$ cat src/hdl/pkscavg_pkg.sv
package pkscavg_pkg;

  localparam int unsigned DataW = 32;

  // count mode codes
  localparam logic [1:0] CNT_NONE   = 2'd0;
  localparam logic [1:0] CNT_RECORD = 2'd1;
  localparam logic [1:0] CNT_FIELD  = 2'd2;

  // configuration register indexes
  localparam logic [1:0] REG_COUNT_MODE = 2'd0;
  localparam logic [1:0] REG_AVG_EN     = 2'd1;
  localparam logic [1:0] REG_WHOLE      = 2'd2;

  typedef struct packed {
    logic [1:0] count_mode;
    logic       avg_en;
    logic       whole_batch;
  } cfg_t;

  // controller to datapath
  typedef struct packed {
    logic load_item;
    logic add_rec;
    logic div_start;
    logic load_out;
    logic emit_final;
  } ctrl_cmd_t;

  // datapath to controller
  typedef struct packed {
    logic close_need;
    logic need_div;
    logic div_done;
    logic out_free;
    logic last;
  } dp_stat_t;

endpackage

$ cat src/hdl/pkscavg_div.sv
module pkscavg_div import pkscavg_pkg::*; (
  input  logic             clk_i,
  input  logic             rst_ni,
  input  logic             start_i,
  input  logic [DataW-1:0] num_i,
  input  logic [DataW-1:0] den_i,
  output logic             done_o,
  output logic [DataW-1:0] quot_o
);

  localparam int unsigned CntW = $clog2(DataW + 1);

  logic             busy_q, busy_d;
  logic             done_q, done_d;
  logic [CntW-1:0]  cnt_q, cnt_d;
  logic [DataW-1:0] rem_q, rem_d;
  logic [DataW-1:0] shq_q, shq_d;
  logic [DataW-1:0] dmag_q, dmag_d;
  logic             neg_q, neg_d;
  logic [DataW-1:0] quot_q, quot_d;

  logic [DataW:0]   rem_sh;
  logic [DataW:0]   diff;
  logic [DataW-1:0] q_next;

  // one restoring step per cycle on magnitudes
  always_comb begin
    rem_sh = {rem_q, shq_q[DataW-1]};
    diff   = rem_sh - {1'b0, dmag_q};
    q_next = {shq_q[DataW-2:0], ~diff[DataW]};
  end

  always_comb begin
    busy_d = busy_q;
    done_d = 1'b0;
    cnt_d  = cnt_q;
    rem_d  = rem_q;
    shq_d  = shq_q;
    dmag_d = dmag_q;
    neg_d  = neg_q;
    quot_d = quot_q;
    if (start_i) begin
      busy_d = 1'b1;
      cnt_d  = '0;
      rem_d  = '0;
      shq_d  = num_i[DataW-1] ? (DataW'(0) - num_i) : num_i;
      dmag_d = den_i[DataW-1] ? (DataW'(0) - den_i) : den_i;
      neg_d  = num_i[DataW-1] ^ den_i[DataW-1];
    end else if (busy_q) begin
      rem_d = diff[DataW] ? rem_sh[DataW-1:0] : diff[DataW-1:0];
      shq_d = q_next;
      cnt_d = cnt_q + CntW'(1);
      if (cnt_q == CntW'(DataW - 1)) begin
        busy_d = 1'b0;
        done_d = 1'b1;
        quot_d = neg_q ? (DataW'(0) - q_next) : q_next;
      end
    end
  end

  always_ff @(posedge clk_i or negedge rst_ni) begin
    if (!rst_ni) begin
      busy_q <= 1'b0;
      done_q <= 1'b0;
      cnt_q  <= '0;
    end else begin
      busy_q <= busy_d;
      done_q <= done_d;
      cnt_q  <= cnt_d;
    end
  end

  always_ff @(posedge clk_i) begin
    rem_q  <= rem_d;
    shq_q  <= shq_d;
    dmag_q <= dmag_d;
    neg_q  <= neg_d;
    quot_q <= quot_d;
  end

  assign done_o = done_q;
  assign quot_o = quot_q;

endmodule

$ cat src/hdl/pkscavg_dp.sv
module pkscavg_dp import pkscavg_pkg::*; (
  input  logic                    clk_i,
  input  logic                    rst_ni,
  input  cfg_t                    cfg_i,
  input  ctrl_cmd_t               cmd_i,
  output dp_stat_t                stat_o,
  input  logic signed [DataW-1:0] key_i,
  input  logic signed [DataW-1:0] value_i,
  input  logic signed [DataW-1:0] count_in_i,
  input  logic                    batch_end_i,
  output logic                    out_valid_o,
  input  logic                    out_ready_i,
  output logic signed [DataW-1:0] group_key_o,
  output logic signed [DataW-1:0] total_o,
  output logic signed [DataW-1:0] group_count_o,
  output logic                    zero_divide_o,
  output logic                    final_group_o
);

  // latched item
  logic [DataW-1:0] key_q, value_q, cnt_q;
  logic             last_q;

  // group state
  logic [DataW-1:0] cur_key_q, cur_key_d;
  logic [DataW-1:0] sum_q, sum_d;
  logic [DataW-1:0] count_q, count_d;
  logic             open_q, open_d;

  // output register
  logic             out_valid_q, out_valid_d;
  logic [DataW-1:0] o_key_q, o_total_q, o_count_q;
  logic             o_zdiv_q, o_final_q;

  logic [DataW-1:0] cnt_term;
  logic [DataW-1:0] quot;
  logic             div_done;
  logic             cnt_zero;
  logic             out_free;

  pkscavg_div u_div (
    .clk_i  (clk_i),
    .rst_ni (rst_ni),
    .start_i(cmd_i.div_start),
    .num_i  (sum_q),
    .den_i  (count_q),
    .done_o (div_done),
    .quot_o (quot)
  );

  // per-record count contribution
  always_comb begin
    unique case (cfg_i.count_mode)
      CNT_RECORD: cnt_term = DataW'(1);
      CNT_FIELD:  cnt_term = cnt_q;
      default:    cnt_term = '0;
    endcase
  end

  assign cnt_zero = (count_q == '0);
  assign out_free = !out_valid_q || out_ready_i;

  // status to controller
  always_comb begin
    stat_o.close_need = open_q && !cfg_i.whole_batch && (key_q != cur_key_q);
    stat_o.need_div   = cfg_i.avg_en && !cnt_zero;
    stat_o.div_done   = div_done;
    stat_o.out_free   = out_free;
    stat_o.last       = last_q;
  end

  // group accumulation, cleared once a group is emitted
  always_comb begin
    cur_key_d = cur_key_q;
    sum_d     = sum_q;
    count_d   = count_q;
    open_d    = open_q;
    if (cmd_i.load_out) begin
      cur_key_d = '0;
      sum_d     = '0;
      count_d   = '0;
      open_d    = 1'b0;
    end else if (cmd_i.add_rec) begin
      open_d = 1'b1;
      if (!open_q) begin
        cur_key_d = key_q;
        sum_d     = value_q;
        count_d   = cnt_term;
      end else begin
        sum_d   = sum_q + value_q;
        count_d = count_q + cnt_term;
      end
    end
  end

  // output handshake
  always_comb begin
    out_valid_d = out_valid_q;
    if (out_valid_q && out_ready_i) begin
      out_valid_d = 1'b0;
    end
    if (cmd_i.load_out) begin
      out_valid_d = 1'b1;
    end
  end

  always_ff @(posedge clk_i or negedge rst_ni) begin
    if (!rst_ni) begin
      cur_key_q   <= '0;
      sum_q       <= '0;
      count_q     <= '0;
      open_q      <= 1'b0;
      out_valid_q <= 1'b0;
    end else begin
      cur_key_q   <= cur_key_d;
      sum_q       <= sum_d;
      count_q     <= count_d;
      open_q      <= open_d;
      out_valid_q <= out_valid_d;
    end
  end

  // item and result payload
  always_ff @(posedge clk_i) begin
    if (cmd_i.load_item) begin
      key_q   <= $unsigned(key_i);
      value_q <= $unsigned(value_i);
      cnt_q   <= $unsigned(count_in_i);
      last_q  <= batch_end_i;
    end
    if (cmd_i.load_out) begin
      o_key_q   <= cur_key_q;
      o_count_q <= count_q;
      o_final_q <= cmd_i.emit_final;
      o_zdiv_q  <= cfg_i.avg_en && cnt_zero;
      if (!cfg_i.avg_en) begin
        o_total_q <= sum_q;
      end else if (cnt_zero) begin
        o_total_q <= '0;
      end else begin
        o_total_q <= quot;
      end
    end
  end

  assign out_valid_o   = out_valid_q;
  assign group_key_o   = $signed(o_key_q);
  assign total_o       = $signed(o_total_q);
  assign group_count_o = $signed(o_count_q);
  assign zero_divide_o = o_zdiv_q;
  assign final_group_o = o_final_q;

endmodule

$ cat src/hdl/pkscavg_ctrl.sv
module pkscavg_ctrl import pkscavg_pkg::*; (
  input  logic      clk_i,
  input  logic      rst_ni,
  input  logic      in_valid_i,
  output logic      in_ready_o,
  input  dp_stat_t  stat_i,
  output ctrl_cmd_t cmd_o
);

  localparam logic [2:0] S_IDLE   = 3'd0;
  localparam logic [2:0] S_DECIDE = 3'd1;
  localparam logic [2:0] S_CALC   = 3'd2;
  localparam logic [2:0] S_DIV    = 3'd3;
  localparam logic [2:0] S_EMIT   = 3'd4;
  localparam logic [2:0] S_ADD    = 3'd5;

  logic [2:0] state_q, state_d;
  logic       final_q, final_d;

  // group close first, then record add, then batch-end flush
  always_comb begin
    state_d = state_q;
    final_d = final_q;
    cmd_o   = '0;
    cmd_o.emit_final = final_q;
    in_ready_o = 1'b0;
    unique case (state_q)
      S_IDLE: begin
        in_ready_o = 1'b1;
        if (in_valid_i) begin
          cmd_o.load_item = 1'b1;
          state_d = S_DECIDE;
        end
      end
      S_DECIDE: begin
        if (stat_i.close_need) begin
          final_d = 1'b0;
          state_d = S_CALC;
        end else begin
          state_d = S_ADD;
        end
      end
      S_CALC: begin
        if (stat_i.need_div) begin
          cmd_o.div_start = 1'b1;
          state_d = S_DIV;
        end else begin
          state_d = S_EMIT;
        end
      end
      S_DIV: begin
        if (stat_i.div_done) begin
          state_d = S_EMIT;
        end
      end
      S_EMIT: begin
        if (stat_i.out_free) begin
          cmd_o.load_out = 1'b1;
          state_d = final_q ? S_IDLE : S_ADD;
        end
      end
      S_ADD: begin
        cmd_o.add_rec = 1'b1;
        if (stat_i.last) begin
          final_d = 1'b1;
          state_d = S_CALC;
        end else begin
          state_d = S_IDLE;
        end
      end
      default: begin
        state_d = S_IDLE;
      end
    endcase
  end

  always_ff @(posedge clk_i or negedge rst_ni) begin
    if (!rst_ni) begin
      state_q <= S_IDLE;
      final_q <= 1'b0;
    end else begin
      state_q <= state_d;
      final_q <= final_d;
    end
  end

endmodule

$ cat src/hdl/per_key_sum_count_average.sv
// an item with no result is loaded, decided and added before ready returns
// a group emission passes through calc and emit, and in average mode the divider (one quotient bit per cycle)
// worst case, key change plus batch end in average mode: two groups emitted for one item
// the result register lets the next item in while a result waits to be taken
// reset: async active low, no group open, count_mode 1, average and whole batch off
module per_key_sum_count_average import pkscavg_pkg::*; (
  input  logic                    clk_i,
  input  logic                    rst_ni,
  input  logic                    in_valid_i,
  output logic                    in_ready_o,
  input  logic signed [DataW-1:0] key_i,
  input  logic signed [DataW-1:0] value_i,
  input  logic signed [DataW-1:0] count_in_i,
  input  logic                    batch_end_i,
  output logic                    out_valid_o,
  input  logic                    out_ready_i,
  output logic signed [DataW-1:0] group_key_o,
  output logic signed [DataW-1:0] total_o,
  output logic signed [DataW-1:0] group_count_o,
  output logic                    zero_divide_o,
  output logic                    final_group_o,
  input  logic                    cfg_we_i,
  input  logic [1:0]              cfg_idx_i,
  input  logic [1:0]              cfg_data_i
);

  cfg_t      cfg_q, cfg_d;
  ctrl_cmd_t cmd;
  dp_stat_t  stat;

  // configuration registers
  always_comb begin
    cfg_d = cfg_q;
    if (cfg_we_i) begin
      unique case (cfg_idx_i)
        REG_COUNT_MODE: cfg_d.count_mode  = cfg_data_i;
        REG_AVG_EN:     cfg_d.avg_en      = cfg_data_i[0];
        REG_WHOLE:      cfg_d.whole_batch = cfg_data_i[0];
        default:        cfg_d = cfg_q;
      endcase
    end
  end

  always_ff @(posedge clk_i or negedge rst_ni) begin
    if (!rst_ni) begin
      cfg_q.count_mode  <= CNT_RECORD;
      cfg_q.avg_en      <= 1'b0;
      cfg_q.whole_batch <= 1'b0;
    end else begin
      cfg_q <= cfg_d;
    end
  end

  pkscavg_ctrl u_ctrl (
    .clk_i     (clk_i),
    .rst_ni    (rst_ni),
    .in_valid_i(in_valid_i),
    .in_ready_o(in_ready_o),
    .stat_i    (stat),
    .cmd_o     (cmd)
  );

  pkscavg_dp u_dp (
    .clk_i        (clk_i),
    .rst_ni       (rst_ni),
    .cfg_i        (cfg_q),
    .cmd_i        (cmd),
    .stat_o       (stat),
    .key_i        (key_i),
    .value_i      (value_i),
    .count_in_i   (count_in_i),
    .batch_end_i  (batch_end_i),
    .out_valid_o  (out_valid_o),
    .out_ready_i  (out_ready_i),
    .group_key_o  (group_key_o),
    .total_o      (total_o),
    .group_count_o(group_count_o),
    .zero_divide_o(zero_divide_o),
    .final_group_o(final_group_o)
  );

  // zero divide forces the total to zero
  assert property (@(posedge clk_i) disable iff (!rst_ni)
    out_valid_o && zero_divide_o |-> total_o == '0)
    else $error("zero divide with nonzero total");

  // zero divide only arises from a zero count
  assert property (@(posedge clk_i) disable iff (!rst_ni)
    out_valid_o && zero_divide_o |-> group_count_o == '0)
    else $error("zero divide with nonzero count");

  // one item at a time: busy right after an accept
  assert property (@(posedge clk_i) disable iff (!rst_ni)
    in_valid_i && in_ready_o |=> !in_ready_o)
    else $error("input ready right after accept");

endmodule
$ cat config.mk
export PLATFORM = sky130hd
export DESIGN_NAME = per_key_sum_count_average
export DESIGN_NICKNAME = d
export VERILOG_FILES = /design/src/hdl/pkscavg_pkg.sv /design/src/hdl/pkscavg_div.sv /design/src/hdl/pkscavg_dp.sv /design/src/hdl/pkscavg_ctrl.sv /design/src/hdl/per_key_sum_count_average.sv
export SDC_FILE = /design/constraint.sdc
export NUM_CORES = 1
export LEC_CHECK = 0
export BUFFER_PORTS_ARGS = -buffer_cell sky130_fd_sc_hd__buf_2
export CORE_MARGIN = 4
export CORE_UTILIZATION = 60
export CTS_BUF_LIST = sky130_fd_sc_hd__clkbuf_4
export DETAILED_ROUTE_END_ITERATION = 12
export HOLD_SLACK_MARGIN = 0.1
export PLACE_DENSITY = 0.8
export SLEW_MARGIN = 10
export SYNTH_ARGS = -nofsm -noshare
export SYNTH_HDL_FRONTEND = slang
export SYNTH_HIERARCHICAL = 1
export SYNTH_SLANG_ARGS = --single-unit
$ cat constraint.sdc
create_clock -name clk_i -period 5.8 [get_ports clk_i]
set_input_delay 1.16 -clock clk_i [delete_from_list [all_inputs] [get_ports clk_i]]
set_output_delay 1.16 -clock clk_i [all_outputs]
set_load 0.02 [all_outputs]
==> flow_results.org <==
** Status
- The flow ran to the end, and the final reports show no timing, DRC or antenna violations.

** Setup path
- In this run the critical register-to-register path is launched from cfg_q[2].
- Arrival time at the worst endpoint :: ~4.8 ns
- CP Launch Type :: flip-flop
- The kind of cell with the highest combined delay along the critical path is compound AO/OA/AOI/OAI gates.
- Critical path capture point type :: flip-flop
- CP cell instances :: inv_1 -> ha_2 -> buf_4 -> and2_1 -> ha_1 -> a21oi_1 -> o22ai_1 -> o221ai_1 -> a21oi_2 -> a211oi_2 -> a311oi_2 -> a41oi_1 -> xor2_1 -> o21ai_1
- Worst stage delay on the critical path :: roughly 0.6 ns
- On the critical path, the stage with the largest delay is an instance of ha_2.
- The most critical setup path has its startpoint at cfg_q[2].
- Required arrival time at the worst endpoint :: 6.45 ns
- Maximum fanout along the worst path :: 36
- The critical path is of the reg -> reg type.
- Buffers plus inverters on the worst setup path :: 2

** CTS
- For the worst-skew pair, the clock arrives at the later sink with an insertion delay of 0.81 ns.
- The H-tree was split into 3 levels.
- The cell sitting at the root of the clock tree is a clkbuf_4.
- Total clock buffers created by CTS :: 109
- Gates resized during post-CTS repair numbered 0.
- Clock-pin slew reported for the worst setup and hold paths after clock tree synthesis :: 0.07 ns
- TritonCTS built the clock tree.
- Hold repair after CTS inserted 0 buffers.
- Clock buffer depth :: 3
- Post-CTS Repair Setup Buffers :: 0
- The clock net in this run drives a total of 438 sinks.

** Global route
- Via count of the first global-routing pass :: 18500
- Largest net degree at the start of global routing :: 86
- In the global route stage, overall resource usage came out at ~28%.
- Wire length of the first global-routing pass :: just under 100000 um
- The number of antenna violations at the first check in global routing was 12.
- The total overflow left after global routing is 0.

** Logic synthesis
- Sequential fraction of the synthesis area :: between 40% and 50%
- Synthesis produced a netlist whose cell count is 2340.
- Of all cell types, the one taking the most synthesized area is edfxtp_1.
- Summing every instance area after synthesis gives about 0.025 mm2.
- The number of nets handed over by synthesis was 2540.
- Of the post-synthesis cell area, the dominant cell type holds 35.7%.
- Area contributors post-synth :: edfxtp_1 (36%), dfrtp_1 (12%), xnor2_1 (4.8%)
- Async set or reset register ratio after synthesis :: between 20% and 30%
- Post-synthesis sequential element count :: 438
- In the synthesized netlist the dominant register cell turns out to be edfxtp_1.
- Total number of yosys warnings :: 6
- By count the netlist is led by edfxtp_1 (292), nand2_1 (212), nor2_1 (177), xnor2_1 (134), a21oi_1 (128).
- The number of different library cells used by synthesis comes to 118.
- The synthesized design contains 292 enable-type register cells.
- In this run the mean area of a mapped cell was 10.5 um2.
- Among all cell types in the netlist, the one instantiated most often is edfxtp_1.

** Hold path
- In this run the worst hold path is classified as in -> async.

** Timing
- Final period demand of the worst path :: roughly 4 ns
- The final count of hold timing violations came to 0.
- The final count of pins violating max slew came to 0.
- RSZ-0062 raised after global routing :: false
- Worst slew pin tran :: approximately 1.2 ns
- The final critical path takes up 70.6% of the cycle.
- Final hold slack :: 0.485 ns
- Headroom to the max-slew limit came out at 22.5%.
- Max Fclk :: 0.244 GHz
- Clock tree skew after final layout :: 0.0585 ns
- Post-Route Setup TNS :: 0 ns
- Setup violations, final :: 0

** Floorplanning
- From bottom edge to top edge, the die measures 210 um.
- Measured along the x axis, the die boundary spans 210 um.
- The die covers 0.0442 mm2.
- Number of top-level design ports :: 206
- The floorplan step defined a core boundary enclosing 0.0401 mm2.
- Initial core utilization :: around three fifths
- In this run the core area contains 73 standard-cell rows.

** Pwr
- The analysis attributes to cell leakage a power of ~11 nW.
- IR analysis of the VDD net gives a maximum drop of 0.000303 V.
- Pwr Density :: 572 mW/mm2

** Routing
- Vias per std cell :: slightly above 6
- Once detail routing completed, the nets flagged for antenna violations numbered 0.
- After detailed routing, the total wire length is 62700 um.
- In this run, the number of DRC markers left after iteration 0 of detailed routing was 1782.
- The first detailed-routing pass ran for 6 iterations.
- For this block, the via count after detailed routing is 19600.
- For this run, design rule violations remaining after detail routing come to 0.
- Dividing the detail-routed wire length by the instance count gives slightly below 20 um.

** Run
- Across the run, the number of max-cap violations was 0.

** Placement
- HPWL after DPL :: 44400 um
- Port Buffer Count :: 205
- Global placement routability congestion :: 0.931

** Finish
- The net count of the finished layout is 2752.
- The area growth from synthesis to layout is 11.0%.
- The post-route netlist has 18.5% of its cells at a drive strength greater than 1.
## metal layers
| metal | global-route usage, % | routed length (um) | up-vias | part of all wire (%) |
|---|---|---|---|---|
| li1 | - | - | 9220 | - |
| met5 | 0 | 77 | - | 0.12 |
| met1 | 40.2 | 27400 | 9342 | 44 |
| met4 | 7.88 | 1220 | 12 | 1.9 |
| met3 | 6.04 | 5830 | 107 | 9.3 |
| met2 | 42.4 | 28200 | 907 | 45 |
## final timing paths
path                                     to  slack, ns  cells after the start
min                        u_dp/count_q[17]       0.49                      1
min reg2reg                        cfg_q[0]       0.50                      1
min in group clk_i                 cfg_q[0]       0.50                      1
max in group asynchronous          cfg_q[1]       4.12                      2
max                        u_dp/count_q[30]       1.71                     14
max reg2reg                u_dp/count_q[30]       1.71                     14
## layout by cell type (no fill, tap or decap), drive strengths merged, types with 51 or more instances in the layout
cell,n
o22ai,51
xnor2,134
dfrtp,113
ha,91
clkbuf,167
o21ai,113
nand2,214
edfxtp,292
inv,105
xor2,58
a21oi,132
nor2,180
buf,225
## power by group
| group | leakage, nW | internal, mW | switching, mW |
|---|---|---|---|
| clock network | 0.856 | 1.36 | 1.27 |
| logic | 5.65 | 2.87 | 4.32 |
| registers | 4.45 | 4.62 | 1.14 |
## cell families (layout without fill, tap and decap cells)
family / count (synthesis) / in the layout / share of synthesized area (%)
simple gates: 699 / 699 / 14.0
compound gates: 640 / 640 / 18.2
flops: 438 / 438 / 49.9
buf+inv: 230 / 537 / 4.12
xor+xnor: 192 / 192 / 6.85
fa+ha+maj: 97 / 97 / 5.00
mux: 44 / 44 / 1.88
other cells: 0 / 6 / 0
## sequential cells by signal, indices dropped and copies added, names as in the netlist, 4 cells and up
| name | cells |
|---|---|
| u_dp/group_key_o | 32 |
| u_dp/u_div/dmag_q | 32 |
| u_dp/total_o | 32 |
| u_dp/u_div/shq_q | 32 |
| u_dp/key_q | 32 |
| u_dp/count_q | 32 |
| u_dp/cnt_q | 32 |
| u_dp/cur_key_q | 32 |
| u_dp/sum_q | 32 |
| u_dp/group_count_o | 32 |
| cfg_q | 4 |
| u_dp/u_div/rem_q | 32 |
| u_dp/value_q | 32 |
| u_dp/u_div/cnt_q | 6 |
| u_dp/u_div/quot_o | 32 |
## through the flow
| stage | instances | power (mW) | util [%] | instance area (um2) | setup WS [ns] |
|---|---|---|---|---|---|
| floorplan | 2340 | 11.0 | - | 24600 | 0.758 |
| global placement | 2966 | 12.6 | 64.3 | 25800 | 1.89 |
| detailed placement | 2966 | 12.8 | 64.3 | 25800 | 1.85 |
| CTS | 3172 | 15.5 | 68.0 | 27200 | 1.80 |
| global route | 3175 | 16.7 | 68.0 | 27300 | 1.49 |
| finish | 3178 | 15.6 | 68.0 | 27300 | 1.71 |
## worst register-to-register path, cell delays in order (launching register included)
cell	delay, ns
dfstp_2	0.38
inv_1	0.05
ha_2	0.60
buf_4	0.42
and2_1	0.21
ha_1	0.21
a21oi_1	0.10
o22ai_1	0.26
o221ai_1	0.19
a21oi_2	0.42
a211oi_2	0.13
a311oi_2	0.53
a41oi_1	0.20
xor2_1	0.17
o21ai_1	0.07
## area by class of cell
type	count	area, um2
Fill cell	3029	12800
Multi-Input combinational cell	1672	11300
Timing Repair Buffer	225	1180
Clock inverter	39	193
Sequential cell	438	12300
Inverter	106	398
Antenna cell	6	15.0
Clock buffer	167	1250
Tap cell	525	657
Power figures use the tool's default switching activity.
